`config.mk`:
```
export PLATFORM = sky130hd
export DESIGN_NAME = cacr_cordic_cell
export DESIGN_NICKNAME = d
export VERILOG_FILES = /design/src/hw/rtl/cacr_pkg.sv /design/src/hw/rtl/cacr_cordic_cell.sv
export SDC_FILE = /design/constraint.sdc
export NUM_CORES = 1
export LEC_CHECK = 0
export ABC_AREA = 1
export BUFFER_PORTS_ARGS = -buffer_cell sky130_fd_sc_hd__buf_2
export CAP_MARGIN = 40
export CORE_AREA = 2 2 165 167
export DETAILED_ROUTE_END_ITERATION = 6
export DIE_AREA = 0 0 167 169
export PLACE_DENSITY = 0.77
export SYNTH_ARGS = -nofsm -noshare
export SYNTH_HDL_FRONTEND = slang
export SYNTH_SLANG_ARGS = --single-unit
```
`constraint.sdc`:
```
create_clock -name clock -period 3.7 [get_ports clock]
set_input_delay 0.74 -clock clock [delete_from_list [all_inputs] [get_ports clock]]
set_output_delay 0.74 -clock clock [all_outputs]
set_load 0.05 [all_outputs]
```
`src/hw/rtl/cacr_pkg.sv`:
```
// Shared types, widths, codes and the CORDIC arctangent table for the chord-angle
// circle radius block.
// No dependencies; every other file of the block imports this package.
package cacr_pkg;

   // Point coordinates, signed Q16.16.
   localparam int COORD_WIDTH = 32;
   localparam int CORDIC_STAGES_DEF = 16;

   // Configuration register widths and the configuration port.
   localparam int WIDTH_PX_W = 13;
   localparam int FOV_W = 15;
   localparam int OFFSET_W = 14;
   localparam int CSR_IDX_W = 2;
   localparam int CSR_DATA_W = 15;

   localparam logic [CSR_IDX_W-1:0] REG_WIDTH = 2'd0;
   localparam logic [CSR_IDX_W-1:0] REG_FOV = 2'd1;
   localparam logic [CSR_IDX_W-1:0] REG_OFFSET = 2'd2;

   // Result status codes.
   localparam logic [1:0] ST_VALID = 2'd0;
   localparam logic [1:0] ST_UNDEF = 2'd1;
   localparam logic [1:0] ST_SAT = 2'd2;

   // CORDIC word and angle constants in Q2.29.
   localparam int CS_W = 32;
   localparam int THETA_W = 30;
   localparam logic [CS_W-1:0] PI_Q29 = 32'd1686629713;
   localparam logic [THETA_W-1:0] HALF_PI_Q29 = 30'd843314857;
   localparam logic [CS_W-1:0] CORDIC_X0 = 32'd536870912;

   // Chord datapath widths.
   localparam int MAG_W = COORD_WIDTH + 1;
   localparam int SQ_W = 2 * MAG_W;
   localparam int HALF_W = (MAG_W + 1) / 2;
   localparam int PP_W = 2 * HALF_W;
   localparam int ROOT_REM_W = MAG_W + 3;

   // Ratio datapath widths.
   localparam int AB_W = 45;
   localparam int NORM_W = 31;
   localparam int SH_MAX = AB_W - NORM_W;
   localparam int SH_W = 4;
   localparam int SQN_W = 2 * NORM_W;
   localparam int N_W = SQN_W + 1;
   localparam int DEN_W = SQN_W + 2;
   localparam int N_LO_W = 32;
   localparam int MP_W = HALF_W + N_LO_W;

   // Product and quotient widths.
   localparam int Q_W = 32;
   localparam int PROD_W = MAG_W + N_W;
   localparam int UPPER_W = PROD_W - Q_W;
   localparam int CMP_W = (UPPER_W > DEN_W) ? UPPER_W : DEN_W;

   typedef struct packed {
      logic signed [COORD_WIDTH-1:0] first_x;
      logic signed [COORD_WIDTH-1:0] first_z;
      logic signed [COORD_WIDTH-1:0] second_x;
      logic signed [COORD_WIDTH-1:0] second_z;
   } req_type;

   typedef struct packed {
      logic [Q_W-1:0] radius;
      logic [1:0]     status;
   } rsp_type;

   typedef struct packed {
      logic signed [CS_W-1:0] x;
      logic signed [CS_W-1:0] y;
      logic signed [CS_W-1:0] z;
   } cordic_type;

   typedef struct packed {
      logic [MAG_W-1:0]      dx_mag;
      logic [MAG_W-1:0]      dz_mag;
      logic [WIDTH_PX_W-1:0] width_px;
      logic [OFFSET_W-1:0]   offset_px;
      logic                  flip;
      logic                  cfg_undef;
   } front_type;

   typedef struct packed {
      logic undef;
      logic neg;
      logic ab_zero;
      logic chord_zero;
      logic ovf;
   } flag_type;

   typedef struct packed {
      logic [SQ_W-1:0]       rad;
      logic [ROOT_REM_W-1:0] rem;
      logic [MAG_W-1:0]      root;
   } root_type;

   typedef struct packed {
      logic [N_W-1:0]   n;
      logic [DEN_W-1:0] den;
      flag_type         flags;
   } mid_type;

   typedef struct packed {
      logic [DEN_W-1:0] rem;
      logic [Q_W-1:0]   low_bits;
      logic [Q_W-1:0]   quo;
   } div_type;

   typedef struct packed {
      logic [DEN_W-1:0] den;
      flag_type         flags;
   } tail_type;

   // atan(2^-i) in Q2.29, rounded to nearest.
   function automatic logic signed [CS_W-1:0] atan_q29(input int idx);
      logic signed [CS_W-1:0] val;
      case (idx)
         0: val = 32'sd421657428;
         1: val = 32'sd248918915;
         2: val = 32'sd131521918;
         3: val = 32'sd66762579;
         4: val = 32'sd33510843;
         5: val = 32'sd16771758;
         6: val = 32'sd8387925;
         7: val = 32'sd4194219;
         8: val = 32'sd2097141;
         9: val = 32'sd1048575;
         10: val = 32'sd524288;
         default: begin
            if (idx <= 29) val = 32'sd1 <<< (29 - idx);
            else val = '0;
         end
      endcase
      return val;
   endfunction

endpackage

```
`src/hw/rtl/cacr_cordic_cell.sv`:
```
// One rotation step of the half-angle CORDIC, registered, with the item's other
// data riding along.
// Depends on cacr_pkg.
module cacr_cordic_cell import cacr_pkg::*; #(
   parameter int STAGE = 0
) (
   input  logic       clock,
   input  logic       reset,
   input  logic       in_valid,
   input  cordic_type in_rot,
   input  front_type  in_front,
   output logic       out_valid,
   output cordic_type out_rot,
   output front_type  out_front
);

   localparam logic signed [CS_W-1:0] ATAN_STEP = atan_q29(STAGE);

   logic       valid_ff;
   cordic_type rot_ff, rot_in;
   front_type  front_ff;
   logic signed [CS_W-1:0] x_sh, y_sh;

   always_comb begin
      x_sh = in_rot.x >>> STAGE;
      y_sh = in_rot.y >>> STAGE;
      if (!in_rot.z[CS_W-1]) begin
         rot_in.x = in_rot.x - y_sh;
         rot_in.y = in_rot.y + x_sh;
         rot_in.z = in_rot.z - ATAN_STEP;
      end else begin
         rot_in.x = in_rot.x + y_sh;
         rot_in.y = in_rot.y - x_sh;
         rot_in.z = in_rot.z + ATAN_STEP;
      end
   end

   always_ff @(posedge clock) begin
      if (reset) valid_ff <= 1'b0;
      else valid_ff <= in_valid;
      rot_ff <= rot_in;
      front_ff <= in_front;
   end

   assign out_valid = valid_ff;
   assign out_rot = rot_ff;
   assign out_front = front_ff;

endmodule

```
-- After elaboration in Yosys (flattened, before gate mapping)
Cells that the tools add are included.
- register bits after elaboration: 192
- input port bits: 194
- output and inout port bits: 192
- muxes and demuxes: 1
- add/sub/neg operators: 5
- operators by type and width (cell ; count):
    $mux W96 ; 1
    $sub A32 B32 Y32 ; 2
    $add A32 B30 Y32 const B ; 1
    $add A32 B32 Y32 ; 1
    $sub A32 B30 Y32 const B ; 1

-- Logic depth before layout (Yosys ltp)
- word-level depth: 2
- mapped depth: 17
- mapped depth without buffers: 16

-- Worst setup path after synthesis
Ideal clock, no wire load.
- path type: input to register
- start point: input in_rot[31] (netlist bit)
- end point: register rot_ff, in the netlist out_rot[20]
- data required time: 3.588 ns
- cell stages on the path: 12
- path buffers: 2
- setup slack: 0.642 ns
- arrival: 2.946 ns
- path through: inv_1 > clkbuf_1 > clkbuf_1 > ha_1 > a21oi_1 > o21ai_2 > a21oi_1 > o21ai_2 > nand3_1 > nand2_1 > nand2_1 > nand2_1
- RTL lines (what ; line ; source):
    start, declared ; cacr_cordic_cell.sv:10 ; input cordic_type in_rot,
    end signal, assigned ; cacr_cordic_cell.sv:41 ; rot_ff <= rot_in;
    end, declared ; cacr_cordic_cell.sv:20 ; cordic_type rot_ff, rot_in;

==> metrics.yaml <==
startpoint: "in_rot[47]"
combPwrFrac_pct: 39.8
clkTransAtPathRegs_ns: 0.09
synth_common_cells: "707 x nand2_1, 366 x inv_1, 191 x dfxtp_1"
start_util_pct: 49.0
num_antenna_cells: 0
grt_pass1_wl_um: 68600
areaGrowthSynthToFinish_pct: 21.1
relSlewSlack_pct: 63.0
clock-sinks: 191
cp-start-kind: "input port"
yosysTopAreaCellShare_pct: 29.5
end_kind: "flop"
routed_wl_um: 43800
post-route-util_pct: 59.3
synth.distinct_cells: 37
synth-seq-cells: 191
cts_tree: "built"
yosysMostFrequentCell: "nand2_1"
die_area_um2: 28200
rsz0062_at_grt: "no"
via_per_inst: 5.10
drv_cap: 0
p_leak_nw: 9.22
p_per_area_nw_per_um2: 451
worstMarginPinSlew_ns: 0.555
postSynthCellCount: 2049
row_count: 60
grt_pass1_vias: 13400
async_reset_ff_share_pct: 0
hpwlAfterDp_um: 36500
yosys.area.top_type: "dfxtp_1"
antenna_left: 0
swShare_pct: 44.5
internal-power_w: 0.00393
setup-violations-final: 0
cts_buffers: 17
synth_edf_count: 0
die_y_um: 169
cts_buffer_depth: 2
htreeDepth: 4
final_hold_viol_count: 0
cp_max_fo: 10
gp_congestion: 1.01
cts-root-buf: "clkbuf_16"
outcome: "finished clean"
crit_path_end: "out_rot[58]"
p_clk_share_pct: 26.7
firstDrtPassIters: 6
drive_above_1_share_pct: 18.1
syn_avg_cell_area_um2: 6.33
portBuffers: 385
cp.arrival_ns: 2.85
cts_hold_buf: 0
synth_nets: 2369
tns_ns: 0
ir_drop_mv: 0.340
p_switching_w: 0.00315
drt-initial-drc-count: 1161
gr-usage-all-layers_pct: 30.4
synth_area_leaders: "dfxtp_1 29%, nand2_1 20%, ha_1 12%"
critPathKind: "input port to flop"
grt_max_degree: 48
finalCritPeriodShare_pct: 67.8
wire_per_inst_um: 15.8
seq_power_share_pct: 33.5
postLayoutCellArea_um2: 15700
synthFlopType: "dfxtp_1"
detailroute.via_count: 14100
ios: 386
nets: 2736
ys_warn_count: 0
post-cts-setup-buffer-count: 0
synth-seq-area-share_pct: 29.5
cts_resized: 0
core_um2: 26500
period_minus_slack_ns: 2.51
slew_violations: 0
antenna_found_initial: 0
hold_path_class: "input port to flop"
globalRouteOverflowTotal: 0
timing.fmax_mhz: 399
netlist_area_um2: 13000
die_x_um: 167
required_ns: 4.04
place_area_um2: 15100
drc: 0
[cells by family (layout without fill, tap and decap cells)]
group           Yosys count  in the layout  share of synthesized area (%)
simple gates           1077           1077                           34.1
buf+inv                 408            788                           12.5
compound gates          202            202                           8.48
flops                   191            191                           29.5
fa+ha+maj               126            126                           12.4
xor+xnor                 45             45                           3.04
[sequential cells by signal, indices dropped and copies added, names as in the netlist]
| name | cells |
|---|---|
| out_valid | 1 |
| out_front | 95 |
| out_rot | 95 |
[stage by stage]
stage          power (W)  setup slack (ns)  hold WS [ns]  std cells
2_1_floorplan    0.00443             0.642         0.768       2049
3_3_place_gp     0.00519             0.768         0.843       2738
3_5_place_dp     0.00521             0.775         0.844       2738
4_1_cts          0.00711              1.23         0.378       2770
5_1_grt          0.00743             0.924         0.374       2770
6_report         0.00708              1.19         0.386       2770
[worst min-delay path by stage]
stage | from | endpoint | cells past startpoint
after detailed placement | in_front[24] | out_front[24] | 1
after CTS | in_front[22] | out_front[22] | 1
after global placement | in_front[8] | out_front[8] | 1
after floorplan | in_front[0] | out_front[0] | 0
final | in_front[34] | out_front[34] | 1
after global routing | in_front[22] | out_front[22] | 1
[final cells by class]
type / instances / area, µm²
inverter: 367 / 1380
tap: 341 / 427
timing repair buffer: 389 / 1960
multi-input combinational: 1450 / 7530
sequential: 191 / 3820
clock buffer: 18 / 429
clock inverter: 14 / 165
fill: 2621 / 10800
[layer usage]
metal	vias to the layer above	track usage [%]	share of wire [%]	routed length (µm)
met1	6360	36.4	41	17800
met2	594	54.7	49	21600
met5	-	0	0	0
met4	0	12.8	3.8	1670
li1	7079	-	-	-
met3	94	3.79	6.3	2750
[critical path: stages]
cell and delay (ns):
buf_2 0.11, inv_1 0.05, ha_1 0.54, nand2_1 0.17, nor2_1 0.40, nand2_1 0.26, nor2_1 0.18, nand2_1 0.10
nand3_1 0.09, nand2_1 0.05, nand3_1 0.08, nand2_1 0.08
[placed cells by master (no fill, tap or decap), drive strengths merged, types with 3 or more instances in the layout]
| master | count |
|---|---|
| nand2 | 709 |
| buf | 389 |
| inv | 374 |
| dfxtp | 191 |
| nand3 | 163 |
| nor2 | 148 |
| ha | 122 |
| a21oi | 106 |
| o21ai | 61 |
| xor2 | 41 |
| nand4 | 31 |
| clkbuf | 18 |
| nor3 | 14 |
| o21bai | 10 |
| o21a | 9 |
| clkinv | 7 |
| nand3b | 7 |
| a21o | 6 |
| xnor2 | 4 |
| a31oi | 4 |
| o22ai | 4 |
| fa | 4 |
| and2 | 3 |
[power groups by stage]
stage / combinational (W) / sequential [W] / clock [W]
floorplan: 0.00112 / 0.00331 / 0
global placement: 0.00277 / 0.00242 / 0
detailed placement: 0.00279 / 0.00242 / 0
CTS: 0.00280 / 0.00238 / 0.00193
global route: 0.00303 / 0.00240 / 0.00201
finish: 0.00282 / 0.00237 / 0.00189
Power figures use the tool's default switching activity.
