<file path="config.mk">
export PLATFORM = sky130hd
export DESIGN_NAME = cacr_root_cell
export DESIGN_NICKNAME = d
export VERILOG_FILES = /design/src/hw/rtl/cacr_pkg.sv /design/src/hw/rtl/cacr_root_cell.sv
export SDC_FILE = /design/constraint.sdc
export NUM_CORES = 1
export LEC_CHECK = 0
export BUFFER_PORTS_ARGS = -buffer_cell sky130_fd_sc_hd__buf_2
export CAP_MARGIN = 20
export CORE_AREA = 8 8 203 205
export CTS_CLUSTER_DIAMETER = 60
export DETAILED_ROUTE_END_ITERATION = 8
export DIE_AREA = 0 0 211 213
export HOLD_SLACK_MARGIN = 0.02
export PLACE_DENSITY = 0.47
export SLEW_MARGIN = 25
export SYNTH_ARGS = -nofsm -noshare
export SYNTH_HDL_FRONTEND = slang
export SYNTH_SLANG_ARGS = --single-unit
</file>
<file path="constraint.sdc">
create_clock -name clock -period 5.5 [get_ports clock]
set_clock_uncertainty 0.2 [all_clocks]
set_input_delay 1.1 -clock clock [delete_from_list [all_inputs] [get_ports clock]]
set_output_delay 1.1 -clock clock [all_outputs]
set_load 0.02 [all_outputs]
</file>
<file path="src/hw/rtl/cacr_pkg.sv">
// Shared types, widths, codes and the CORDIC arctangent table for the chord-angle
// circle radius block.
// No dependencies; every other file of the block imports this package.
package cacr_pkg;

   // Point coordinates, signed Q16.16.
   localparam int COORD_WIDTH = 32;
   localparam int CORDIC_STAGES_DEF = 16;

   // Configuration register widths and the configuration port.
   localparam int WIDTH_PX_W = 13;
   localparam int FOV_W = 15;
   localparam int OFFSET_W = 14;
   localparam int CSR_IDX_W = 2;
   localparam int CSR_DATA_W = 15;

   localparam logic [CSR_IDX_W-1:0] REG_WIDTH = 2'd0;
   localparam logic [CSR_IDX_W-1:0] REG_FOV = 2'd1;
   localparam logic [CSR_IDX_W-1:0] REG_OFFSET = 2'd2;

   // Result status codes.
   localparam logic [1:0] ST_VALID = 2'd0;
   localparam logic [1:0] ST_UNDEF = 2'd1;
   localparam logic [1:0] ST_SAT = 2'd2;

   // CORDIC word and angle constants in Q2.29.
   localparam int CS_W = 32;
   localparam int THETA_W = 30;
   localparam logic [CS_W-1:0] PI_Q29 = 32'd1686629713;
   localparam logic [THETA_W-1:0] HALF_PI_Q29 = 30'd843314857;
   localparam logic [CS_W-1:0] CORDIC_X0 = 32'd536870912;

   // Chord datapath widths.
   localparam int MAG_W = COORD_WIDTH + 1;
   localparam int SQ_W = 2 * MAG_W;
   localparam int HALF_W = (MAG_W + 1) / 2;
   localparam int PP_W = 2 * HALF_W;
   localparam int ROOT_REM_W = MAG_W + 3;

   // Ratio datapath widths.
   localparam int AB_W = 45;
   localparam int NORM_W = 31;
   localparam int SH_MAX = AB_W - NORM_W;
   localparam int SH_W = 4;
   localparam int SQN_W = 2 * NORM_W;
   localparam int N_W = SQN_W + 1;
   localparam int DEN_W = SQN_W + 2;
   localparam int N_LO_W = 32;
   localparam int MP_W = HALF_W + N_LO_W;

   // Product and quotient widths.
   localparam int Q_W = 32;
   localparam int PROD_W = MAG_W + N_W;
   localparam int UPPER_W = PROD_W - Q_W;
   localparam int CMP_W = (UPPER_W > DEN_W) ? UPPER_W : DEN_W;

   typedef struct packed {
      logic signed [COORD_WIDTH-1:0] first_x;
      logic signed [COORD_WIDTH-1:0] first_z;
      logic signed [COORD_WIDTH-1:0] second_x;
      logic signed [COORD_WIDTH-1:0] second_z;
   } req_type;

   typedef struct packed {
      logic [Q_W-1:0] radius;
      logic [1:0]     status;
   } rsp_type;

   typedef struct packed {
      logic signed [CS_W-1:0] x;
      logic signed [CS_W-1:0] y;
      logic signed [CS_W-1:0] z;
   } cordic_type;

   typedef struct packed {
      logic [MAG_W-1:0]      dx_mag;
      logic [MAG_W-1:0]      dz_mag;
      logic [WIDTH_PX_W-1:0] width_px;
      logic [OFFSET_W-1:0]   offset_px;
      logic                  flip;
      logic                  cfg_undef;
   } front_type;

   typedef struct packed {
      logic undef;
      logic neg;
      logic ab_zero;
      logic chord_zero;
      logic ovf;
   } flag_type;

   typedef struct packed {
      logic [SQ_W-1:0]       rad;
      logic [ROOT_REM_W-1:0] rem;
      logic [MAG_W-1:0]      root;
   } root_type;

   typedef struct packed {
      logic [N_W-1:0]   n;
      logic [DEN_W-1:0] den;
      flag_type         flags;
   } mid_type;

   typedef struct packed {
      logic [DEN_W-1:0] rem;
      logic [Q_W-1:0]   low_bits;
      logic [Q_W-1:0]   quo;
   } div_type;

   typedef struct packed {
      logic [DEN_W-1:0] den;
      flag_type         flags;
   } tail_type;

   // atan(2^-i) in Q2.29, rounded to nearest.
   function automatic logic signed [CS_W-1:0] atan_q29(input int idx);
      logic signed [CS_W-1:0] val;
      case (idx)
         0: val = 32'sd421657428;
         1: val = 32'sd248918915;
         2: val = 32'sd131521918;
         3: val = 32'sd66762579;
         4: val = 32'sd33510843;
         5: val = 32'sd16771758;
         6: val = 32'sd8387925;
         7: val = 32'sd4194219;
         8: val = 32'sd2097141;
         9: val = 32'sd1048575;
         10: val = 32'sd524288;
         default: begin
            if (idx <= 29) val = 32'sd1 <<< (29 - idx);
            else val = '0;
         end
      endcase
      return val;
   endfunction

endpackage

</file>
<file path="src/hw/rtl/cacr_root_cell.sv">
// One bit of the restoring integer square root of the chord length squared.
// Depends on cacr_pkg.
module cacr_root_cell import cacr_pkg::*; (
   input  logic     clock,
   input  logic     reset,
   input  logic     in_valid,
   input  root_type in_root,
   input  mid_type  in_mid,
   output logic     out_valid,
   output root_type out_root,
   output mid_type  out_mid
);

   logic     valid_ff;
   root_type root_ff, root_in;
   mid_type  mid_ff;
   logic [ROOT_REM_W-1:0] shifted, trial;
   logic                  fits;

   always_comb begin
      shifted = {in_root.rem[ROOT_REM_W-3:0], in_root.rad[SQ_W-1 -: 2]};
      trial = ROOT_REM_W'({in_root.root, 2'b01});
      fits = shifted >= trial;
      root_in.rem = fits ? shifted - trial : shifted;
      root_in.root = {in_root.root[MAG_W-2:0], fits};
      root_in.rad = {in_root.rad[SQ_W-3:0], 2'b00};
   end

   always_ff @(posedge clock) begin
      if (reset) valid_ff <= 1'b0;
      else valid_ff <= in_valid;
      root_ff <= root_in;
      mid_ff <= in_mid;
   end

   assign out_valid = valid_ff;
   assign out_root = root_ff;
   assign out_mid = mid_ff;

endmodule

</file>
# Word level (Yosys, flattened, before mapping)
# Index checks and enable logic that the tools add are counted.
op_classes:
  n_addsub: 1
  n_lt_le_gt_ge: 1
  muxes: 1
op_table:
  columns: ["cell", "count"]
  rows:
  - ["36-bit by 35-bit greater-or-equal comparator with 1-bit output", 1]
  - ["36-bit two-way mux", 1]
  - ["36-bit by 35-bit subtractor with 36-bit output", 1]
totals:
  ff_bits: 266
  inputBits: 270
  out_inout_bits: 268
  wordCells: 14

# Depth between registers and ports, before layout
logic_depth:
  depth_word: 2
  ltp_mapped: 13
  mapped_depth_nobuf: 10

# Worst setup path before layout
# OpenSTA, ideal clock, no wires.
synth_path:
  kind: "input-to-reg"
  start: "input port in_root[8] (netlist name)"
  end: "register root_ff (netlist bit out_root[39])"
  setup_ns: 0.084
  arrival_time_ns: 3.171
  required_ns: 5.216
  setup_slack_ns: 2.044
  stages: 11
  path_buffers: 2
  path_cell_list: "inv_1 ha_1 nand3_1 a211o_1 a21boi_2 a21boi_1 o21a_1 o41a_1 buf_6 buf_6 o31ai_2"
synth_lines:
  columns: ["element", "line", "source"]
  rows:
  - ["start, declared", "cacr_root_cell.sv:7", "input root_type in_root,"]
  - ["end signal, assigned", "cacr_root_cell.sv:32", "root_ff <= root_in;"]
  - ["end, declared", "cacr_root_cell.sv:15", "root_type root_ff, root_in;"]

==> results by group <==
Clocking
  – Max Root-Sink Buffers: 3
  – CTS root buf: clkbuf_16
  – Clock sinks: 266
  – CTS Buf Count: 37
  – CTS tree: built
  – H-tree levels: 2
  – Hold_buf cts: 0
  – Setup bufs post-CTS: 0
  – Post-CTS sizing: 0
  – Clock Pin Slew Worst Setup and Hold Paths: 60 ps

Status
  – Status: finished clean

Power and ir drop
  – Static Leak: 6.14 nW
  – Flop pwr share: 40.3%
  – Total power: 5.23 mW
  – Pwr dens: 426 nW/um^2
  – Switching part of the total: 28.3%
  – Sw power: 1.48 mW
  – Clock Power Share: 44.8%
  – Gate power share: 15.0%
  – Max VDD drop: 0.000223 V
  – Internal: 3.75 mW

Floorplan
  – Row cnt: 72
  – Die X: 211 um
  – Io pins: 538
  – Die ar.: 44900 sq um
  – Core area: 38100 sq um
  – Initial Utilization: 20.5%
  – Die H: 213 um

Synthesis
  – Post-synth cell types: 49
  – Mapped Cells: 658
  – Most used DFF post-synth: dfxtp_1
  – Sequential share of the synthesized area: 68.2%
  – Syn avg cell area: 11.9 sq um
  – Yosys reg bits: 266
  – Async SR Flop Fraction: 0%
  – Synth Cell Area: 7800 sq um
  – Yosys warns: 0
  – Number of enable flip-flop cells after synthesis: 0

GRT
  – Overflow after GRT: 0
  – Vias in the first global route: 7363
  – First-pass GRT wire length: 51300 um
  – Largest net degree at the start of global routing: 35
  – Initial antenna violation count: 23
  – GRT Total Usage: 15.8%

Route
  – First DRT Iteration DRCs: 280
  – Drt total wl: 37900 um
  – Wire per inst: 21.5 um
  – Residual DRC: 0
  – Initial DRT Pass Iterations: 4
  – Vias: 6962
  – DRT antenna net count: 0
  – Via density: 3.95

Critical path
  – Required @ worst endpoint: 5740 ps
  – Critical-path top delay cell: o41a_2
  – Crit path cell chain: buf_2 -> inv_1 -> ha_1 -> nand2_1 -> nor3_1 -> a21boi_2 -> a21boi_1 -> o21a_1 -> o41a_2 -> buf_4 -> o21ai_0
  – Worst setup SP type: input port
  – Setup Crit Path Kind: input port to flip-flop
  – CP max FO: 34
  – WP data arrival: 4130 ps
  – Critical path depth in cells: 11
  – Buf/Inv on CP: 3
  – Largest stage delay, worst path: 800 ps
  – Nature of the critical path endpoint: flip-flop
  – CP delay by family, top: compound AO/OA/AOI/OAI gates

Timing
  – Fin crit period: 3880 ps
  – Fin Setup TNS: 0 ps
  – Max-slew violation count: 0
  – Unrepaired setup endpoints after global routing: false
  – Max Freq: 258 MHz
  – Final Worst Setup Slack: 1620 ps
  – Final hold viol count: 0
  – Max transition margin: 53.5%
  – Final setup violation count: 0
  – Period utilisation layout: 70.6%
  – Worst-margin pin slew: 698 ps
  – Final hold slack: 462 ps

Layout
  – Fill count: 4016
  – # nets final: 1519
  – Share of layout cells above drive strength 1: 49.1%
  – Commonest non-fill, non-tap cell in the layout: buf_2
  – Fin cells: 1762
  – Layout area overhead: 57.3%
  – Most frequent cells in the layout: buf_2 (533), dfxtp_1 (266), nand2_1 (53)

Place
  – Worst slack, placed: 943 ps
  – GPL Wtd Cong: 0.923
  – IO Port Bufs: 533
  – Post-DP HPWL: 32000 um
  – Placed cell count: 1693

Min path
  – Worst Hold Path EP: out_mid[68]
  – Hold Path Class: input port to flip-flop
  – WHS Path Cells: 1
  – Hold wc startpoint: in_mid[68]

Job
  – Max Cap Viol: 0
## logic make-up (layout without fill, tap and decap cells)
logic type	count (synthesis)	count (layout)	synth area share (%)
simple gates	109	109	6.41
fa+ha+maj	35	35	5.61
xor+xnor	28	28	3.14
mux	3	3	0.401
compound gates	153	153	12.7
flops	266	266	68.2
buf+inv	63	644	3.41
other cells	1	6	0.0480
## sequential cells by signal, summed over array words and instances, names as in the netlist
name / flops
out_mid: 132
out_root: 133
out_valid: 1
## final cells by class
cell class	instances	area (sq um)	share of cell area [%]
antenna	4	10.0	0.0815
tap	518	648	5.28
timing repair buffer	535	2680	21.9
inverter	44	165	1.35
multi-input combinational	330	2220	18.1
sequential	266	5330	43.4
clock inverter	21	213	1.73
clock buffer	44	1010	8.26
## power by group through the flow
stage                     logic [mW]  registers (mW)  clock network, mW
after floorplan                0.242            2.34                  0
after global placement         0.797            2.15                  0
after detailed placement       0.798            2.15                  0
after CTS                      0.804            2.11               2.42
after global routing           0.847            2.12               2.51
final                          0.783            2.11               2.34
## synth_stat cells (all sizes together), types with 2 or more instances
library cell / number / area [sq um]
a21oi: 33 / 165
nand4: 6 / 37.5
o2111ai: 3 / 26.3
o31ai: 9 / 97.6
nand2: 53 / 199
inv: 44 / 165
nand2b: 3 / 18.8
nor2: 11 / 41.3
a211o: 2 / 17.5
xor2: 14 / 123
o21a: 8 / 60.1
a211oi: 5 / 37.5
a31oi: 6 / 37.5
xnor2: 14 / 123
buf: 8 / 57.6
a21o: 21 / 158
o211ai: 2 / 15.0
and3: 5 / 31.3
nor2b: 3 / 18.8
o21ai: 47 / 235
mux2i: 2 / 20.0
a21boi: 6 / 48.8
ha: 35 / 438
o21bai: 4 / 30.0
nor3: 7 / 35.0
and2: 3 / 18.8
clkbuf: 11 / 43.8
nand3: 14 / 70.1
dfxtp: 266 / 5330
## metrics by stage
step	cell area [sq um]	utilization [%]
2_1_floorplan	7810	-
6_report	12300	32.2
3_5_place_dp	11000	29.0
4_1_cts	12300	32.2
5_1_grt	12300	32.2
3_3_place_gp	11000	29.0
## routing by layer
metal,part of all wire (%),GRT usage (%),vias to the layer above
met5,0.38,0,-
met4,3.3,5.86,22
met3,11,8.62,85
met2,50,27.8,322
met1,35,15.6,3183
li1,-,-,3350
## worst max-delay path by stage
stage	from	to
after detailed placement	in_root[12]	out_root[56]
after global placement	in_root[15]	out_root[56]
after CTS	in_root[12]	out_root[56]
final	in_root[12]	out_root[56]
after floorplan	in_root[8]	out_root[39]
after global routing	in_root[7]	out_root[56]
Note: power is estimated with default switching activity, not from simulation.
