### config.mk
export PLATFORM = sky130hd
export DESIGN_NAME = cacr_div_cell
export DESIGN_NICKNAME = d
export VERILOG_FILES = /design/src/hw/rtl/cacr_pkg.sv /design/src/hw/rtl/cacr_div_cell.sv
export SDC_FILE = /design/constraint.sdc
export NUM_CORES = 1
export LEC_CHECK = 0
export BUFFER_PORTS_ARGS = -buffer_cell sky130_fd_sc_hd__buf_2
export CAP_MARGIN = 25
export CORE_AREA = 4 4 155 157
export DETAILED_ROUTE_END_ITERATION = 12
export DIE_AREA = 0 0 159 161
export PLACE_DENSITY_LB_ADDON = 0.05
export SLEW_MARGIN = 0
export SYNTH_ARGS = -nofsm -noshare
export SYNTH_HDL_FRONTEND = slang
export SYNTH_SLANG_ARGS = --single-unit
### constraint.sdc
create_clock -name clock -period 4.6 [get_ports clock]
set_clock_uncertainty 0.05 [all_clocks]
set_input_delay 0.46 -clock clock [delete_from_list [all_inputs] [get_ports clock]]
set_output_delay 0.46 -clock clock [all_outputs]
set_load 0.02 [all_outputs]
### src/hw/rtl/cacr_pkg.sv
// Shared types, widths, codes and the CORDIC arctangent table for the chord-angle
// circle radius block.
// No dependencies; every other file of the block imports this package.
package cacr_pkg;

   // Point coordinates, signed Q16.16.
   localparam int COORD_WIDTH = 32;
   localparam int CORDIC_STAGES_DEF = 16;

   // Configuration register widths and the configuration port.
   localparam int WIDTH_PX_W = 13;
   localparam int FOV_W = 15;
   localparam int OFFSET_W = 14;
   localparam int CSR_IDX_W = 2;
   localparam int CSR_DATA_W = 15;

   localparam logic [CSR_IDX_W-1:0] REG_WIDTH = 2'd0;
   localparam logic [CSR_IDX_W-1:0] REG_FOV = 2'd1;
   localparam logic [CSR_IDX_W-1:0] REG_OFFSET = 2'd2;

   // Result status codes.
   localparam logic [1:0] ST_VALID = 2'd0;
   localparam logic [1:0] ST_UNDEF = 2'd1;
   localparam logic [1:0] ST_SAT = 2'd2;

   // CORDIC word and angle constants in Q2.29.
   localparam int CS_W = 32;
   localparam int THETA_W = 30;
   localparam logic [CS_W-1:0] PI_Q29 = 32'd1686629713;
   localparam logic [THETA_W-1:0] HALF_PI_Q29 = 30'd843314857;
   localparam logic [CS_W-1:0] CORDIC_X0 = 32'd536870912;

   // Chord datapath widths.
   localparam int MAG_W = COORD_WIDTH + 1;
   localparam int SQ_W = 2 * MAG_W;
   localparam int HALF_W = (MAG_W + 1) / 2;
   localparam int PP_W = 2 * HALF_W;
   localparam int ROOT_REM_W = MAG_W + 3;

   // Ratio datapath widths.
   localparam int AB_W = 45;
   localparam int NORM_W = 31;
   localparam int SH_MAX = AB_W - NORM_W;
   localparam int SH_W = 4;
   localparam int SQN_W = 2 * NORM_W;
   localparam int N_W = SQN_W + 1;
   localparam int DEN_W = SQN_W + 2;
   localparam int N_LO_W = 32;
   localparam int MP_W = HALF_W + N_LO_W;

   // Product and quotient widths.
   localparam int Q_W = 32;
   localparam int PROD_W = MAG_W + N_W;
   localparam int UPPER_W = PROD_W - Q_W;
   localparam int CMP_W = (UPPER_W > DEN_W) ? UPPER_W : DEN_W;

   typedef struct packed {
      logic signed [COORD_WIDTH-1:0] first_x;
      logic signed [COORD_WIDTH-1:0] first_z;
      logic signed [COORD_WIDTH-1:0] second_x;
      logic signed [COORD_WIDTH-1:0] second_z;
   } req_type;

   typedef struct packed {
      logic [Q_W-1:0] radius;
      logic [1:0]     status;
   } rsp_type;

   typedef struct packed {
      logic signed [CS_W-1:0] x;
      logic signed [CS_W-1:0] y;
      logic signed [CS_W-1:0] z;
   } cordic_type;

   typedef struct packed {
      logic [MAG_W-1:0]      dx_mag;
      logic [MAG_W-1:0]      dz_mag;
      logic [WIDTH_PX_W-1:0] width_px;
      logic [OFFSET_W-1:0]   offset_px;
      logic                  flip;
      logic                  cfg_undef;
   } front_type;

   typedef struct packed {
      logic undef;
      logic neg;
      logic ab_zero;
      logic chord_zero;
      logic ovf;
   } flag_type;

   typedef struct packed {
      logic [SQ_W-1:0]       rad;
      logic [ROOT_REM_W-1:0] rem;
      logic [MAG_W-1:0]      root;
   } root_type;

   typedef struct packed {
      logic [N_W-1:0]   n;
      logic [DEN_W-1:0] den;
      flag_type         flags;
   } mid_type;

   typedef struct packed {
      logic [DEN_W-1:0] rem;
      logic [Q_W-1:0]   low_bits;
      logic [Q_W-1:0]   quo;
   } div_type;

   typedef struct packed {
      logic [DEN_W-1:0] den;
      flag_type         flags;
   } tail_type;

   // atan(2^-i) in Q2.29, rounded to nearest.
   function automatic logic signed [CS_W-1:0] atan_q29(input int idx);
      logic signed [CS_W-1:0] val;
      case (idx)
         0: val = 32'sd421657428;
         1: val = 32'sd248918915;
         2: val = 32'sd131521918;
         3: val = 32'sd66762579;
         4: val = 32'sd33510843;
         5: val = 32'sd16771758;
         6: val = 32'sd8387925;
         7: val = 32'sd4194219;
         8: val = 32'sd2097141;
         9: val = 32'sd1048575;
         10: val = 32'sd524288;
         default: begin
            if (idx <= 29) val = 32'sd1 <<< (29 - idx);
            else val = '0;
         end
      endcase
      return val;
   endfunction

endpackage

### src/hw/rtl/cacr_div_cell.sv
// One quotient bit of the restoring division that forms the radius.
// Depends on cacr_pkg.
module cacr_div_cell import cacr_pkg::*; (
   input  logic     clock,
   input  logic     reset,
   input  logic     in_valid,
   input  div_type  in_div,
   input  tail_type in_tail,
   output logic     out_valid,
   output div_type  out_div,
   output tail_type out_tail
);

   logic     valid_ff;
   div_type  div_ff, div_in;
   tail_type tail_ff;
   logic [DEN_W:0] shifted, diff;
   logic           fits;

   always_comb begin
      shifted = {in_div.rem, in_div.low_bits[Q_W-1]};
      diff = shifted - {1'b0, in_tail.den};
      fits = shifted >= {1'b0, in_tail.den};
      div_in.rem = fits ? diff[DEN_W-1:0] : shifted[DEN_W-1:0];
      div_in.low_bits = {in_div.low_bits[Q_W-2:0], 1'b0};
      div_in.quo = {in_div.quo[Q_W-2:0], fits};
   end

   always_ff @(posedge clock) begin
      if (reset) valid_ff <= 1'b0;
      else valid_ff <= in_valid;
      div_ff <= div_in;
      tail_ff <= in_tail;
   end

   assign out_valid = valid_ff;
   assign out_div = div_ff;
   assign out_tail = tail_ff;

endmodule

# Word-level counts from Yosys, hierarchy flattened
# Index checks and enable logic that the tools add are counted.
[op_classes]
reduce_logical = 0
n_bitwise = 0
n_addsub = 1
n_mux = 1
eq_ne = 0
n_mul = 0
n_lt_le_gt_ge = 1
div = 0
shift = 0
[op_table]
columns = ["operator", "n"]
rows = [
  ["65-bit by 64-bit >= comparator with 1-bit output", 1],
  ["64-bit 2-to-1 mux", 1],
  ["64-bit subtractor", 1],
]
[word_totals]
latch_bits = 0
reg_bits = 197
elab_cells = 13
mem_count = 0
romBits = 0
input_bits = 200
mem_bits_rw = 0
output_inout_bits = 198

# Depth between registers and ports, before layout
# Gate-level depths: netlist of the first run.
[logic_depth]
depth_word = 2
depth_mapped = 15

# Worst setup path before layout of the first run
# Ideal clock, no wire load.
[synth_path]
path_type = "input to register"
start = "in in_div[63] (netlist bit)"
end = "reg div_ff (netlist bit out_div[126])"
setup_ps = 123
required_ps = 4427
arrival_time_ps = 2840
n_path_buf = 0
slack_ps = 1588
path_stages = 13
path_cell_list = "inv_1 > ha_1 > fa_1 > nand2b_1 > a21oi_1 > o21a_1 > o21ai_1 > a31oi_2 > o2111a_1 > nor3_4 > a2111oi_1 > o31a_1 > o31ai_2"
[synth_rtl]
columns = ["element", "line_no", "rtl"]
rows = [
  ["from (decl)", "cacr_div_cell.sv:7", "input div_type in_div,"],
  ["to (signal assigned)", "cacr_div_cell.sv:32", "div_ff <= div_in;"],
  ["to (decl)", "cacr_div_cell.sv:15", "div_type div_ff, div_in;"],
]

==> flow_summary.html, run 1 <==
<table>
<tr><th>Metric</th><th>Value</th></tr>
<tr><th colspan="2">Cells and area</th></tr>
<tr><td>Layout-stage area growth over the synthesis result</td><td>31.57%</td></tr>
<tr><td>Fraction of layout instances using a drive strength above 1</td><td>33.21%</td></tr>
<tr><td>NumNets Final</td><td>1,652</td></tr>
<tr><td>Number of antenna diodes</td><td>0</td></tr>
<tr><td>Design area</td><td>11,770 sq um</td></tr>
<tr><td>Non-filler cells, final</td><td>1,685</td></tr>
<tr><th colspan="2">STA</th></tr>
<tr><td>Final-layout setup total negative slack</td><td>0 ps</td></tr>
<tr><td>Pins over their slew limit</td><td>0</td></tr>
<tr><td>Final cycle utilization of the critical path</td><td>72.58%</td></tr>
<tr><td>Number of hold violations in the final report</td><td>0</td></tr>
<tr><td>Post-layout minimum cycle time</td><td>3339 ps</td></tr>
<tr><td>Worst max-slew margin expressed relative to the limit</td><td>57.96%</td></tr>
<tr><td>Slew @ Worst Pin</td><td>625.8 ps</td></tr>
<tr><td>Number of endpoints failing setup at the final stage</td><td>0</td></tr>
<tr><td>Unrepaired setup endpoints after global routing</td><td>no</td></tr>
<tr><td>Maximum operating frequency</td><td>299.5 MHz</td></tr>
<tr><td>Worst hold slack</td><td>65.69 ps</td></tr>
<tr><th colspan="2">CTS</th></tr>
<tr><td>Clock tree from TritonCTS</td><td>done</td></tr>
<tr><td>Number of clock sinks</td><td>197</td></tr>
<tr><td>Clock-pin slew on the worst setup and hold paths</td><td>90 ps</td></tr>
<tr><td>Max H-tree Level</td><td>4</td></tr>
<tr><td>Number of clock buffers inserted by TritonCTS</td><td>17</td></tr>
<tr><td># hold bufs at CTS</td><td>0</td></tr>
<tr><td>Longest Clk Path Bufs</td><td>2</td></tr>
<tr><td>CTS Root Cell</td><td>sky130_fd_sc_hd__clkbuf_16</td></tr>
<tr><td>CTS resizes</td><td>0</td></tr>
<tr><td>Number of post-CTS setup repair buffers</td><td>0</td></tr>
<tr><th colspan="2">Logic synthesis</th></tr>
<tr><td>Avg Inst Size Synth</td><td>8.918 sq um</td></tr>
<tr><td>Adder-Cell Fraction of Synth Area</td><td>9.176%</td></tr>
<tr><td>Instance count of the mapped netlist</td><td>1,003</td></tr>
<tr><td>Compound-gate portion of the synthesized area</td><td>20.44%</td></tr>
<tr><td>Portion of netlist area occupied by mux cells</td><td>0.2378%</td></tr>
<tr><td>Proportion of synthesized flip-flops having asynchronous set or reset</td><td>0%</td></tr>
<tr><td>Simple-Gate Fraction of Synth Area</td><td>15.47%</td></tr>
<tr><td>Yosys warning count</td><td>0</td></tr>
<tr><td>Main combinational cell family by area after synthesis</td><td>compound AO/OA/AOI/OAI gates</td></tr>
<tr><td>Most used standard cells in the synthesized netlist</td><td>sky130_fd_sc_hd__dfxtp_1 (197), sky130_fd_sc_hd__a21oi_1 (106), sky130_fd_sc_hd__nor2_1 (93)</td></tr>
<tr><td>Flip-flop and latch count after synthesis</td><td>197</td></tr>
<tr><td>Share of the synthesized area in the top cell type</td><td>44.09%</td></tr>
<tr><td>Share of synthesized area occupied by flip-flops and latches</td><td>44.09%</td></tr>
<tr><td>Leading register cell type out of synthesis</td><td>sky130_fd_sc_hd__dfxtp_1</td></tr>
<tr><td>Post-synth cell types</td><td>77</td></tr>
<tr><td>Post-synthesis cell type with the largest combined area</td><td>sky130_fd_sc_hd__dfxtp_1</td></tr>
<tr><td>Main area contributors after synthesis</td><td>sky130_fd_sc_hd__dfxtp_1 (44%), sky130_fd_sc_hd__ha_1 (9.0%), sky130_fd_sc_hd__a21oi_1 (5.9%), sky130_fd_sc_hd__nor2_1 (3.9%), sky130_fd_sc_hd__nand2_1 (3.8%)</td></tr>
<tr><td>Number of synthesized flops with an enable pin</td><td>0</td></tr>
<tr><td>Most common cell in the synthesized netlist</td><td>sky130_fd_sc_hd__dfxtp_1</td></tr>
<tr><td>Post-Syn Nets</td><td>1,268</td></tr>
<tr><td>Post-Synth XOR/XNOR Area</td><td>4.798%</td></tr>
<tr><td>Cell Area, Synth</td><td>8945 sq um</td></tr>
<tr><th colspan="2">Place</th></tr>
<tr><td>Placed instance area</td><td>11,120 sq um</td></tr>
<tr><td>Number of placed instances, taps included</td><td>1,653</td></tr>
<tr><td>Total of buffers placed on input and output ports</td><td>395</td></tr>
<tr><td>HPWL after DPL</td><td>24,250 um</td></tr>
<tr><td>Routability Congestion</td><td>0.8798</td></tr>
<tr><th colspan="2">Setup path</th></tr>
<tr><td>Critical path, cell by cell</td><td>buf_2 -&gt; inv_1 -&gt; ha_1 -&gt; nor2b_1 -&gt; o31a_1 -&gt; o31ai_2 -&gt; o21ba_2 -&gt; nor4_1 -&gt; o211ai_1 -&gt; a21oi_2 -&gt; nor2_4 -&gt; inv_4 -&gt; and4_1 -&gt; nor4_1</td></tr>
<tr><td>Cell with the largest stage delay on the worst path</td><td>sky130_fd_sc_hd__nor2_4</td></tr>
<tr><td>Most repeated library cell on the critical path</td><td>sky130_fd_sc_hd__nor4_1</td></tr>
<tr><td>Crit Path Category</td><td>primary input to flop</td></tr>
<tr><td>CP Buf/Inv Count</td><td>3</td></tr>
<tr><td>Required time of the critical path</td><td>4890 ps</td></tr>
<tr><td>Arrival time of data at the critical path endpoint</td><td>3630 ps</td></tr>
<tr><td>Worst setup EP type</td><td>flop</td></tr>
<tr><td>Critical Path Max Stage Delay</td><td>420 ps</td></tr>
<tr><td>Category of cells accounting for the largest share of critical-path delay</td><td>compound AO/OA/AOI/OAI gates</td></tr>
<tr><td>CP Launch Type</td><td>primary input</td></tr>
<tr><td>Critical path peak fanout</td><td>43</td></tr>
<tr><th colspan="2">Global routing</th></tr>
<tr><td>Total congestion overflow</td><td>0</td></tr>
<tr><td>Number of global-route vias before repair</td><td>8,243</td></tr>
<tr><td>Wire length of the first global-routing pass</td><td>45,320 um</td></tr>
<tr><td>Initial antenna violation count</td><td>5</td></tr>
<tr><td>Overall fraction of global-route tracks in use</td><td>22.13%</td></tr>
<tr><td>Maximum number of pins on one net before global-route repair</td><td>44</td></tr>
<tr><th colspan="2">Drt</th></tr>
<tr><td>Met2 WL post-DR</td><td>15,000 um</td></tr>
<tr><td>Vias per cell</td><td>4.980</td></tr>
<tr><td>Remaining DRCs</td><td>0</td></tr>
<tr><td>Detailed Route WL</td><td>29,390 um</td></tr>
<tr><td>Max layer used</td><td>met5</td></tr>
<tr><td>Detailed router's first-iteration violation count</td><td>442</td></tr>
<tr><td>Number of vias in the routed layout</td><td>8,392</td></tr>
<tr><td>Routed wirelength normalized by instance count</td><td>17.44 um</td></tr>
<tr><td>Antenna viol nets, final</td><td>0</td></tr>
<tr><td>Metal-1 WL</td><td>12,080 um</td></tr>
<tr><td>Total iterations of the first detailed-routing run</td><td>5</td></tr>
<tr><td>Met3 Routed Length</td><td>1802 um</td></tr>
<tr><th colspan="2">Floorplanning</th></tr>
<tr><td>Die span in x</td><td>159 um</td></tr>
<tr><td>Total core area</td><td>22,500 sq um</td></tr>
<tr><td>Number of rows in the core area</td><td>55</td></tr>
<tr><td>Effective utilization at floorplan</td><td>39.75%</td></tr>
<tr><td>Total die area</td><td>25,600 sq um</td></tr>
<tr><td>Die outline height</td><td>161 um</td></tr>
<tr><td># IOs</td><td>398</td></tr>
<tr><th colspan="2">Hold path</th></tr>
<tr><td>Class of the most critical hold timing path</td><td>primary input to flop</td></tr>
<tr><th colspan="2">Power</th></tr>
<tr><td>Power density over the cells</td><td>410.1 nW/um^2</td></tr>
<tr><td>Total power</td><td>4827 uW</td></tr>
<tr><td>Worst supply voltage drop on vdd</td><td>0.2005 mV</td></tr>
<tr><td>Leakage dissipation</td><td>0.005925 uW</td></tr>
<tr><th colspan="2">Run status</th></tr>
<tr><td>Outcome</td><td>completed</td></tr>
<tr><th colspan="2">Run</th></tr>
<tr><td>MaxCap Viol Count</td><td>0</td></tr>
</table>
-- sequential cells by signal, summed over array words and instances (netlist names) --
register and flops:
out_div 127, out_tail 69, out_valid 1
-- final timing paths --
check       start            to  cells past startpoint
min    in_div[62]   out_div[63]                      1
max    in_tail[6]  out_div[120]                     14
-- metal layers --
| metal | GRT usage (%) | vias up |
|---|---|---|
| met5 | 0 | - |
| met4 | 5.010 | 8 |
| met3 | 5.563 | 38 |
| met2 | 40.34 | 288 |
| met1 | 26.32 | 3810 |
| li1 | - | 4248 |
-- layout make-up --
cell class / count / area (sq um)
repair buffers: 401 / 2022
flip-flops and latches: 197 / 3944
clock inverters: 15 / 224.0
fillers: 2252 / 10730
multi-input cells: 688 / 4487
inverters: 82 / 310.3
clock buffers: 17 / 425.4
well taps: 285 / 356.6
-- cells in the final DEF (no fill, tap or decap), types with 3 or more instances in the layout --
cell type                   instances
sky130_fd_sc_hd__xnor2_1           22
sky130_fd_sc_hd__nor4_1             6
sky130_fd_sc_hd__a21oi_1          106
sky130_fd_sc_hd__and2_1             8
sky130_fd_sc_hd__a31oi_1            5
sky130_fd_sc_hd__nand2b_1           9
sky130_fd_sc_hd__xor2_1            27
sky130_fd_sc_hd__o21ai_0           42
sky130_fd_sc_hd__a31o_2             3
sky130_fd_sc_hd__nor3_1             8
sky130_fd_sc_hd__a211oi_1           8
sky130_fd_sc_hd__clkbuf_16         17
sky130_fd_sc_hd__o21bai_1           8
sky130_fd_sc_hd__o21ai_1            9
sky130_fd_sc_hd__inv_6              3
sky130_fd_sc_hd__nor2_1            93
sky130_fd_sc_hd__dfxtp_1          197
sky130_fd_sc_hd__o211ai_1           9
sky130_fd_sc_hd__or3_1              4
sky130_fd_sc_hd__ha_1              64
sky130_fd_sc_hd__and3_1            11
sky130_fd_sc_hd__a21o_1            32
sky130_fd_sc_hd__o31a_1             3
sky130_fd_sc_hd__o31ai_1           10
sky130_fd_sc_hd__nand3_1           19
sky130_fd_sc_hd__nor2b_1            7
sky130_fd_sc_hd__inv_8              3
sky130_fd_sc_hd__buf_4              6
sky130_fd_sc_hd__nand4_1           14
sky130_fd_sc_hd__or2_2              4
sky130_fd_sc_hd__buf_2            395
sky130_fd_sc_hd__a21oi_2            3
sky130_fd_sc_hd__nand2_1           91
sky130_fd_sc_hd__clkinv_8           6
sky130_fd_sc_hd__inv_1             81
sky130_fd_sc_hd__o21a_1             8
sky130_fd_sc_hd__nor4b_1            3
-- stage by stage --
| stage | util, % | setup WS (ps) |
|---|---|---|
| 3_5_place_dp | 49.41 | 776.4 |
| 3_3_place_gp | 49.41 | 860.0 |
| 5_1_grt | 52.30 | 958.1 |
| 6_report | 52.30 | 1261 |
| 4_1_cts | 52.30 | 1231 |
| 2_1_floorplan | - | 1588 |
-- report_power, final --
part           leakage, uW  switching, uW  internal (uW)  total (uW)
Sequential         0.00166           38.9           1890        1920
Clock             0.000314            819            810        1630
Combinational      0.00395            805            469        1270
Total              0.00592           1660           3160        4830
-- kinds of logic (layout without fill, tap and decap cells) --
kind of cell	after synthesis	after routing
AND/OR/NAND/NOR	291	291
AO/OA/AOI/OAI	280	280
flip-flops	197	197
buffers and inverters	118	515
adder cells (fa/ha/maj)	65	65
XOR/XNOR	49	49
multiplexers	2	2
other	1	1
Note: power is estimated with default switching activity, not from simulation.
==> inputs of run 2 (changes only) <==
==> constraint.sdc (replaced) <==
create_clock -name clock -period 3.3 [get_ports clock]
set_clock_uncertainty 0.05 [all_clocks]
set_input_delay 0.33 -clock clock [delete_from_list [all_inputs] [get_ports clock]]
set_output_delay 0.33 -clock clock [all_outputs]
set_load 0.02 [all_outputs]
==> flow_summary.html, run 2 (same netlist as run 1, synthesis figures left out) <==
<table>
<tr><th>Metric</th><th>Value</th></tr>
<tr><th colspan="2">STA</th></tr>
<tr><td>Post-layout minimum cycle time</td><td>3193 ps</td></tr>
<tr><td>Worst max-slew margin expressed relative to the limit</td><td>64.35% (was 57.96%)</td></tr>
<tr><td>Pins over their slew limit</td><td>0 (unchanged)</td></tr>
<tr><td>Final cycle utilization of the critical path</td><td>96.77%</td></tr>
<tr><td>Maximum operating frequency</td><td>313.2 MHz</td></tr>
<tr><td>Slew @ Worst Pin</td><td>529.1 ps (was 625.8 ps)</td></tr>
<tr><td>Number of endpoints failing setup at the final stage</td><td>0 (unchanged)</td></tr>
<tr><td>Number of hold violations in the final report</td><td>0 (unchanged)</td></tr>
<tr><td>Unrepaired setup endpoints after global routing</td><td>yes (was no)</td></tr>
<tr><td>Minimum setup slack in the final design</td><td>106.7 ps (was 1261 ps)</td></tr>
<tr><th colspan="2">Drt</th></tr>
<tr><td>Number of vias in the routed layout</td><td>9,205 (was 8,392)</td></tr>
<tr><td>Detailed Route WL</td><td>32,190 um (was 29,390 um)</td></tr>
<tr><td>Remaining DRCs</td><td>0 (unchanged)</td></tr>
<tr><td>Routed wirelength normalized by instance count</td><td>17.03 um (was 17.44 um)</td></tr>
<tr><td>Total iterations of the first detailed-routing run</td><td>5 (unchanged)</td></tr>
<tr><td>Antenna viol nets, final</td><td>0 (unchanged)</td></tr>
<tr><td>Detailed router's first-iteration violation count</td><td>334 (was 442)</td></tr>
<tr><td>Vias per cell</td><td>4.870 (was 4.980)</td></tr>
<tr><th colspan="2">Cells and area</th></tr>
<tr><td>Max FFs per register</td><td>127 (unchanged)</td></tr>
<tr><td>Commonest non-fill, non-tap cell in the layout</td><td>sky130_fd_sc_hd__buf_2 (unchanged)</td></tr>
<tr><td>Leading cell types in the layout, fill and taps excluded</td><td>sky130_fd_sc_hd__buf_2 (395), sky130_fd_sc_hd__dfxtp_1 (197), sky130_fd_sc_hd__dlygate4sd3_1 (131) (was sky130_fd_sc_hd__buf_2 (395), sky130_fd_sc_hd__dfxtp_1 (197), sky130_fd_sc_hd__a21oi_1 (106))</td></tr>
<tr><td>Layout fillers</td><td>2,063 (was 2,252)</td></tr>
<tr><td>NumNets Final</td><td>1,853 (was 1,652)</td></tr>
<tr><td>Fraction of layout instances using a drive strength above 1</td><td>35.10% (was 33.21%)</td></tr>
<tr><td>Layout-stage area growth over the synthesis result</td><td>55.17% (was 31.57%)</td></tr>
<tr><td>Core occupancy in the finished layout</td><td>61.68% (was 52.30%)</td></tr>
<tr><td>Reg area</td><td>3944 sq um (unchanged)</td></tr>
<tr><td>Area taken by multi-input logic gates</td><td>4727 sq um (was 4487 sq um)</td></tr>
<tr><th colspan="2">Place</th></tr>
<tr><td>Routability Congestion</td><td>0.8704 (was 0.8798)</td></tr>
<tr><td>Total of buffers placed on input and output ports</td><td>395 (unchanged)</td></tr>
<tr><td>HPWL after DPL</td><td>24,920 um (was 24,250 um)</td></tr>
<tr><td>Worst slack, placed</td><td>-24.49 ps (was 776.4 ps)</td></tr>
<tr><th colspan="2">Floorplanning</th></tr>
<tr><td>Total core area</td><td>22,500 sq um (unchanged)</td></tr>
<tr><td>Die span in x</td><td>159 um (unchanged)</td></tr>
<tr><td># IOs</td><td>398 (unchanged)</td></tr>
<tr><td>Effective utilization at floorplan</td><td>39.75% (unchanged)</td></tr>
<tr><td>Number of rows in the core area</td><td>55 (unchanged)</td></tr>
<tr><td>Die outline height</td><td>161 um (unchanged)</td></tr>
<tr><td>Total die area</td><td>25,600 sq um (unchanged)</td></tr>
<tr><th colspan="2">Hold path</th></tr>
<tr><td>Number of stages on the worst hold path</td><td>3 (was 1)</td></tr>
<tr><td>Start point of the worst hold path</td><td>in_div[79] (was in_div[62])</td></tr>
<tr><td>Class of the most critical hold timing path</td><td>primary input to flop (unchanged)</td></tr>
<tr><th colspan="2">CTS</th></tr>
<tr><td>CTS Root Cell</td><td>sky130_fd_sc_hd__clkbuf_16 (unchanged)</td></tr>
<tr><td>Clock tree from TritonCTS</td><td>done (unchanged)</td></tr>
<tr><td>Longest Clk Path Bufs</td><td>2 (unchanged)</td></tr>
<tr><td>Clock-pin slew on the worst setup and hold paths</td><td>80 ps (was 90 ps)</td></tr>
<tr><td>Number of clock sinks</td><td>197 (unchanged)</td></tr>
<tr><td>Number of clock buffers inserted by TritonCTS</td><td>17 (unchanged)</td></tr>
<tr><td>Max H-tree Level</td><td>4 (unchanged)</td></tr>
<tr><th colspan="2">Setup path</th></tr>
<tr><td>CP Launch Type</td><td>primary input (unchanged)</td></tr>
<tr><td>Required time of the critical path</td><td>3580 ps (was 4890 ps)</td></tr>
<tr><td>Worst setup EP type</td><td>flop (unchanged)</td></tr>
<tr><td>Crit Path Category</td><td>primary input to flop (unchanged)</td></tr>
<tr><td>Launch point of the worst path</td><td>in_tail[60] (was in_tail[6])</td></tr>
<tr><td>Critical path peak fanout</td><td>16 (was 43)</td></tr>
<tr><td>Arrival time of data at the critical path endpoint</td><td>3470 ps (was 3630 ps)</td></tr>
<tr><th colspan="2">Power</th></tr>
<tr><td>Leakage dissipation</td><td>0.006841 uW (was 0.005925 uW)</td></tr>
<tr><td>Total power</td><td>6968 uW (was 4827 uW)</td></tr>
<tr><td>Power density over the cells</td><td>502.0 nW/um^2 (was 410.1 nW/um^2)</td></tr>
<tr><td>Worst supply voltage drop on vdd</td><td>0.3167 mV (was 0.2005 mV)</td></tr>
<tr><th colspan="2">Global routing</th></tr>
<tr><td>Maximum number of pins on one net before global-route repair</td><td>37 (was 44)</td></tr>
<tr><td>Number of global-route vias before repair</td><td>9,457 (was 8,243)</td></tr>
<tr><td>Wire length of the first global-routing pass</td><td>50,240 um (was 45,320 um)</td></tr>
<tr><td>Overall fraction of global-route tracks in use</td><td>24.38% (was 22.13%)</td></tr>
<tr><td>Initial antenna violation count</td><td>8 (was 5)</td></tr>
<tr><td>Total congestion overflow</td><td>0 (unchanged)</td></tr>
<tr><th colspan="2">Run status</th></tr>
<tr><td>Outcome</td><td>completed (unchanged)</td></tr>
<tr><th colspan="2">Run</th></tr>
<tr><td>MaxCap Viol Count</td><td>0 (unchanged)</td></tr>
</table>
## run 2: cell type report
class	count	area share, %
repair inverters	1	0.03606
flip-flops and latches	197	28.41
diodes	4	0.07212
multi-input cells	688	34.06
well taps	285	2.569
inverters	82	2.254
clock buffers	18	3.164
clock inverters	14	1.388
repair buffers	601	28.04
## run 2: layer usage
metal | vias to the layer above | routed length, um | track usage, %
met3 | 59 | 1996 | 6.558
met5 | - | 38 | 0
met1 | 4185 | 13000 | 27.97
met4 | 6 | 962 | 9.112
li1 | 4667 | - | -
met2 | 288 | 16200 | 43.59
## run 2: repair_timing
action | in CTS | in global routing
hold buffers | 132 | 0
endpoints found under the setup margin | 0 | 51
resized for setup | 0 | 51
hold endpoints to repair | 132 | 0
setup buffers | 0 | 6
## run 2: critical path: stages
cell                            delay, ps
sky130_fd_sc_hd__dlygate4sd3_1        530
sky130_fd_sc_hd__buf_2                110
sky130_fd_sc_hd__inv_1                 40
sky130_fd_sc_hd__ha_1                 300
sky130_fd_sc_hd__and3_1               220
sky130_fd_sc_hd__nand3_1              150
sky130_fd_sc_hd__nor4_1               360
sky130_fd_sc_hd__nand3_1              110
sky130_fd_sc_hd__or4_1                520
sky130_fd_sc_hd__nand3_2              110
sky130_fd_sc_hd__nor2_4                80
sky130_fd_sc_hd__buf_12               160
sky130_fd_sc_hd__a2111oi_4            350
sky130_fd_sc_hd__nor3_2                90
## run 2: path summary, 6_finish.rpt
| check | to | slack [ps] |
|---|---|---|
| max | out_div[118] | 110 |
| min | out_div[80] | 40 |
## run 2: power breakdown
group	internal, uW	switching, uW
Clock	1070	1130
Combinational	869	1210
Sequential	2630	57.7
Total	4570	2400
## run 2: stage by stage
| stage | setup TNS (ps) | instance area (sq um) | hold WS, ps | cells |
|---|---|---|---|---|
| 6_report | 0 | 13880 | 37.91 | 1890 |
| 5_1_grt | -75.27 | 13880 | 39.20 | 1890 |
| 4_1_cts | 0 | 13560 | 25.33 | 1879 |
| 3_5_place_dp | -43.04 | 11610 | 383.9 | 1715 |
| 3_3_place_gp | 0 | 11610 | 382.7 | 1715 |
| 2_1_floorplan | 0 | 8945 | 307.7 | 1003 |
==> inputs of run 3 (changes only) <==
--- a/config.mk
+++ b/config.mk
@@ -8,6 +8,7 @@
 export BUFFER_PORTS_ARGS = -buffer_cell sky130_fd_sc_hd__buf_2
 export CAP_MARGIN = 25
 export CORE_AREA = 4 4 155 157
+export CTS_CLUSTER_DIAMETER = 150
 export DETAILED_ROUTE_END_ITERATION = 12
 export DIE_AREA = 0 0 159 161
 export PLACE_DENSITY_LB_ADDON = 0.05
==> constraint.sdc (replaced) <==
create_clock -name clock -period 3.4 [get_ports clock]
set_clock_uncertainty 0.05 [all_clocks]
set_input_delay 0.34 -clock clock [delete_from_list [all_inputs] [get_ports clock]]
set_output_delay 0.34 -clock clock [all_outputs]
set_load 0.02 [all_outputs]
==> flow_summary.html, run 3 (same netlist as run 1, synthesis figures left out) <==
<table>
<tr><th>Metric</th><th>Value</th></tr>
<tr><th colspan="2">Cells and area</th></tr>
<tr><td>Number of antenna diodes</td><td>0 (was 4)</td></tr>
<tr><td>Commonest non-fill, non-tap cell in the layout</td><td>sky130_fd_sc_hd__buf_2 (unchanged)</td></tr>
<tr><td>Area taken by multi-input logic gates</td><td>4648 sq um (was 4727 sq um)</td></tr>
<tr><td>Reg area</td><td>3944 sq um (unchanged)</td></tr>
<tr><td>Max FFs per register</td><td>127 (unchanged)</td></tr>
<tr><td>Layout fillers</td><td>2,046 (was 2,063)</td></tr>
<tr><td>NumNets Final</td><td>1,822 (was 1,853)</td></tr>
<tr><td>Leading cell types in the layout, fill and taps excluded</td><td>sky130_fd_sc_hd__buf_2 (395), sky130_fd_sc_hd__dfxtp_1 (197), sky130_fd_sc_hd__dlygate4sd3_1 (132) (was sky130_fd_sc_hd__buf_2 (395), sky130_fd_sc_hd__dfxtp_1 (197), sky130_fd_sc_hd__dlygate4sd3_1 (131))</td></tr>
<tr><td>Fraction of layout instances using a drive strength above 1</td><td>33.50% (was 35.10%)</td></tr>
<tr><td>Design area</td><td>13,570 sq um (was 13,880 sq um)</td></tr>
<tr><td>Layout-stage area growth over the synthesis result</td><td>51.66% (was 55.17%)</td></tr>
<tr><th colspan="2">Hold path</th></tr>
<tr><td>Number of stages on the worst hold path</td><td>2 (was 3)</td></tr>
<tr><td>Start point of the worst hold path</td><td>in_valid (was in_div[79])</td></tr>
<tr><td>Class of the most critical hold timing path</td><td>primary input to flop (unchanged)</td></tr>
<tr><th colspan="2">STA</th></tr>
<tr><td>Worst max-slew margin expressed relative to the limit</td><td>65.97% (was 64.35%)</td></tr>
<tr><td>Final-layout setup total negative slack</td><td>0 ps (unchanged)</td></tr>
<tr><td>Number of hold violations in the final report</td><td>0 (unchanged)</td></tr>
<tr><td>Slew @ Worst Pin</td><td>505.1 ps (was 529.1 ps)</td></tr>
<tr><td>Number of endpoints failing setup at the final stage</td><td>0 (unchanged)</td></tr>
<tr><td>Post-layout minimum cycle time</td><td>3277 ps</td></tr>
<tr><td>Pins over their slew limit</td><td>0 (unchanged)</td></tr>
<tr><td>Worst hold slack</td><td>52.15 ps (was 37.91 ps)</td></tr>
<tr><td>Unrepaired setup endpoints after global routing</td><td>no (was yes)</td></tr>
<tr><td>Final cycle utilization of the critical path</td><td>96.37%</td></tr>
<tr><td>Maximum operating frequency</td><td>305.2 MHz</td></tr>
<tr><th colspan="2">Drt</th></tr>
<tr><td>Total iterations of the first detailed-routing run</td><td>5 (unchanged)</td></tr>
<tr><td>Vias per cell</td><td>4.856 (was 4.870)</td></tr>
<tr><td>Antenna viol nets, final</td><td>0 (unchanged)</td></tr>
<tr><td>Detailed Route WL</td><td>31,820 um (was 32,190 um)</td></tr>
<tr><td>Detailed router's first-iteration violation count</td><td>367 (was 334)</td></tr>
<tr><td>Routed wirelength normalized by instance count</td><td>17.15 um (was 17.03 um)</td></tr>
<tr><td>Remaining DRCs</td><td>0 (unchanged)</td></tr>
<tr><td>Number of vias in the routed layout</td><td>9,007 (was 9,205)</td></tr>
<tr><th colspan="2">Place</th></tr>
<tr><td>Placed instance area</td><td>11,440 sq um (was 11,610 sq um)</td></tr>
<tr><td>Total of buffers placed on input and output ports</td><td>395 (unchanged)</td></tr>
<tr><td>HPWL after DPL</td><td>24,580 um (was 24,920 um)</td></tr>
<tr><td>Routability Congestion</td><td>0.8773 (was 0.8704)</td></tr>
<tr><th colspan="2">Floorplanning</th></tr>
<tr><td># IOs</td><td>398 (unchanged)</td></tr>
<tr><td>Die span in x</td><td>159 um (unchanged)</td></tr>
<tr><td>Effective utilization at floorplan</td><td>39.75% (unchanged)</td></tr>
<tr><td>Total die area</td><td>25,600 sq um (unchanged)</td></tr>
<tr><td>Total core area</td><td>22,500 sq um (unchanged)</td></tr>
<tr><td>Die outline height</td><td>161 um (unchanged)</td></tr>
<tr><td>Number of rows in the core area</td><td>55 (unchanged)</td></tr>
<tr><th colspan="2">CTS</th></tr>
<tr><td>Longest Clk Path Bufs</td><td>2 (unchanged)</td></tr>
<tr><td>Number of clock sinks</td><td>197 (unchanged)</td></tr>
<tr><td>Max H-tree Level</td><td>4 (unchanged)</td></tr>
<tr><td>CTS Root Cell</td><td>sky130_fd_sc_hd__clkbuf_16 (unchanged)</td></tr>
<tr><td>Number of post-CTS setup repair buffers</td><td>0 (unchanged)</td></tr>
<tr><td>Clock-pin slew on the worst setup and hold paths</td><td>80 ps (about the same)</td></tr>
<tr><td>Number of clock buffers inserted by TritonCTS</td><td>17 (unchanged)</td></tr>
<tr><td>Clock tree from TritonCTS</td><td>done (unchanged)</td></tr>
<tr><th colspan="2">Power</th></tr>
<tr><td>Worst supply voltage drop on vdd</td><td>0.3482 mV (was 0.3167 mV)</td></tr>
<tr><td>Leakage dissipation</td><td>0.006674 uW (was 0.006841 uW)</td></tr>
<tr><td>Power density over the cells</td><td>494.6 nW/um^2 (was 502.0 nW/um^2)</td></tr>
<tr><th colspan="2">Setup path</th></tr>
<tr><td>Critical path peak fanout</td><td>5 (was 16)</td></tr>
<tr><td>Required time of the critical path</td><td>3680 ps (was 3580 ps)</td></tr>
<tr><td>Crit Path Category</td><td>primary input to flop (unchanged)</td></tr>
<tr><td>Worst setup EP type</td><td>flop (unchanged)</td></tr>
<tr><td>CP Launch Type</td><td>primary input (unchanged)</td></tr>
<tr><td>Launch point of the worst path</td><td>in_tail[18] (was in_tail[60])</td></tr>
<tr><td>Arrival time of data at the critical path endpoint</td><td>3560 ps (was 3470 ps)</td></tr>
<tr><th colspan="2">Run status</th></tr>
<tr><td>Outcome</td><td>completed (unchanged)</td></tr>
<tr><th colspan="2">Global routing</th></tr>
<tr><td>Wire length of the first global-routing pass</td><td>49,820 um (was 50,240 um)</td></tr>
<tr><td>Maximum number of pins on one net before global-route repair</td><td>47 (was 37)</td></tr>
<tr><td>Overall fraction of global-route tracks in use</td><td>24.16% (was 24.38%)</td></tr>
<tr><td>Initial antenna violation count</td><td>3 (was 8)</td></tr>
<tr><td>Total congestion overflow</td><td>0 (unchanged)</td></tr>
<tr><td>Number of global-route vias before repair</td><td>9,239 (was 9,457)</td></tr>
<tr><th colspan="2">Run</th></tr>
<tr><td>MaxCap Viol Count</td><td>0 (unchanged)</td></tr>
</table>
[run 3: changes by cell type in the layout (fill, tap and decap cells not counted), sizes merged]
cell and delta:
clkinv -4, inv +4, dlygate4sd3 +1, diode -4
dlymetal6s4s -1, buf -30, clkbuf -1
[run 3: critical path, cell delays in order]
cell,delay (ps)
sky130_fd_sc_hd__dlygate4sd3_1,530
sky130_fd_sc_hd__buf_2,110
sky130_fd_sc_hd__inv_1,40
sky130_fd_sc_hd__ha_1,290
sky130_fd_sc_hd__buf_4,170
sky130_fd_sc_hd__a21o_1,190
sky130_fd_sc_hd__a21o_1,180
sky130_fd_sc_hd__a21oi_1,210
sky130_fd_sc_hd__o21ai_0,110
sky130_fd_sc_hd__a31oi_1,340
sky130_fd_sc_hd__a21oi_1,230
sky130_fd_sc_hd__o21ai_0,230
sky130_fd_sc_hd__buf_4,170
sky130_fd_sc_hd__nor4b_1,300
sky130_fd_sc_hd__o41ai_2,120
[run 3: what timing repair did]
action                                  4_1_cts  5_1_grt
endpoints found under the setup margin        0       47
hold endpoints to repair                    131        1
gates resized for setup                       0       39
hold buffers                                131        1
[run 3: through the flow]
stage	util (%)	setup WS, ps	instances	total power [uW]
final	60.28	123.4	1855	6709
after global routing	60.28	1.488	1855	7047
after CTS	59.48	10.72	1854	6739
after detailed placement	50.85	29.33	1691	4456
after global placement	50.85	60.54	1691	4453
after floorplan	-	507.7	1003	3778
[run 3: layer usage]
layer / GRT usage, % / part of all wire, % / vias to the layer above
met1: 27.87 / 41 / 4084
li1: - / - / 4602
met5: 0 / 0.041 / -
met2: 45.63 / 52 / 294
met4: 4.300 / 1.0 / 2
met3: 6.124 / 5.8 / 25
[run 3: path summary, 6_finish.rpt]
| check | endpoint | slack, ps |
|---|---|---|
| max | out_div[112] | 120 |
| min | out_valid | 50 |
[run 3: power by group]
group          switching (uW)  leakage [uW]  internal (uW)
clock                    1110      0.000307           1030
sequential               55.6       0.00166           2550
combinational            1150       0.00471            805
total                    2320       0.00667           4390
[run 3: final cells by class]
type / count / area share (%)
timing repair buffer: 571 / 27.08
sequential: 197 / 29.07
clock inverter: 15 / 1.513
clock buffer: 17 / 3.136
tap: 285 / 2.629
multi-input combinational: 688 / 34.26
inverter: 82 / 2.306
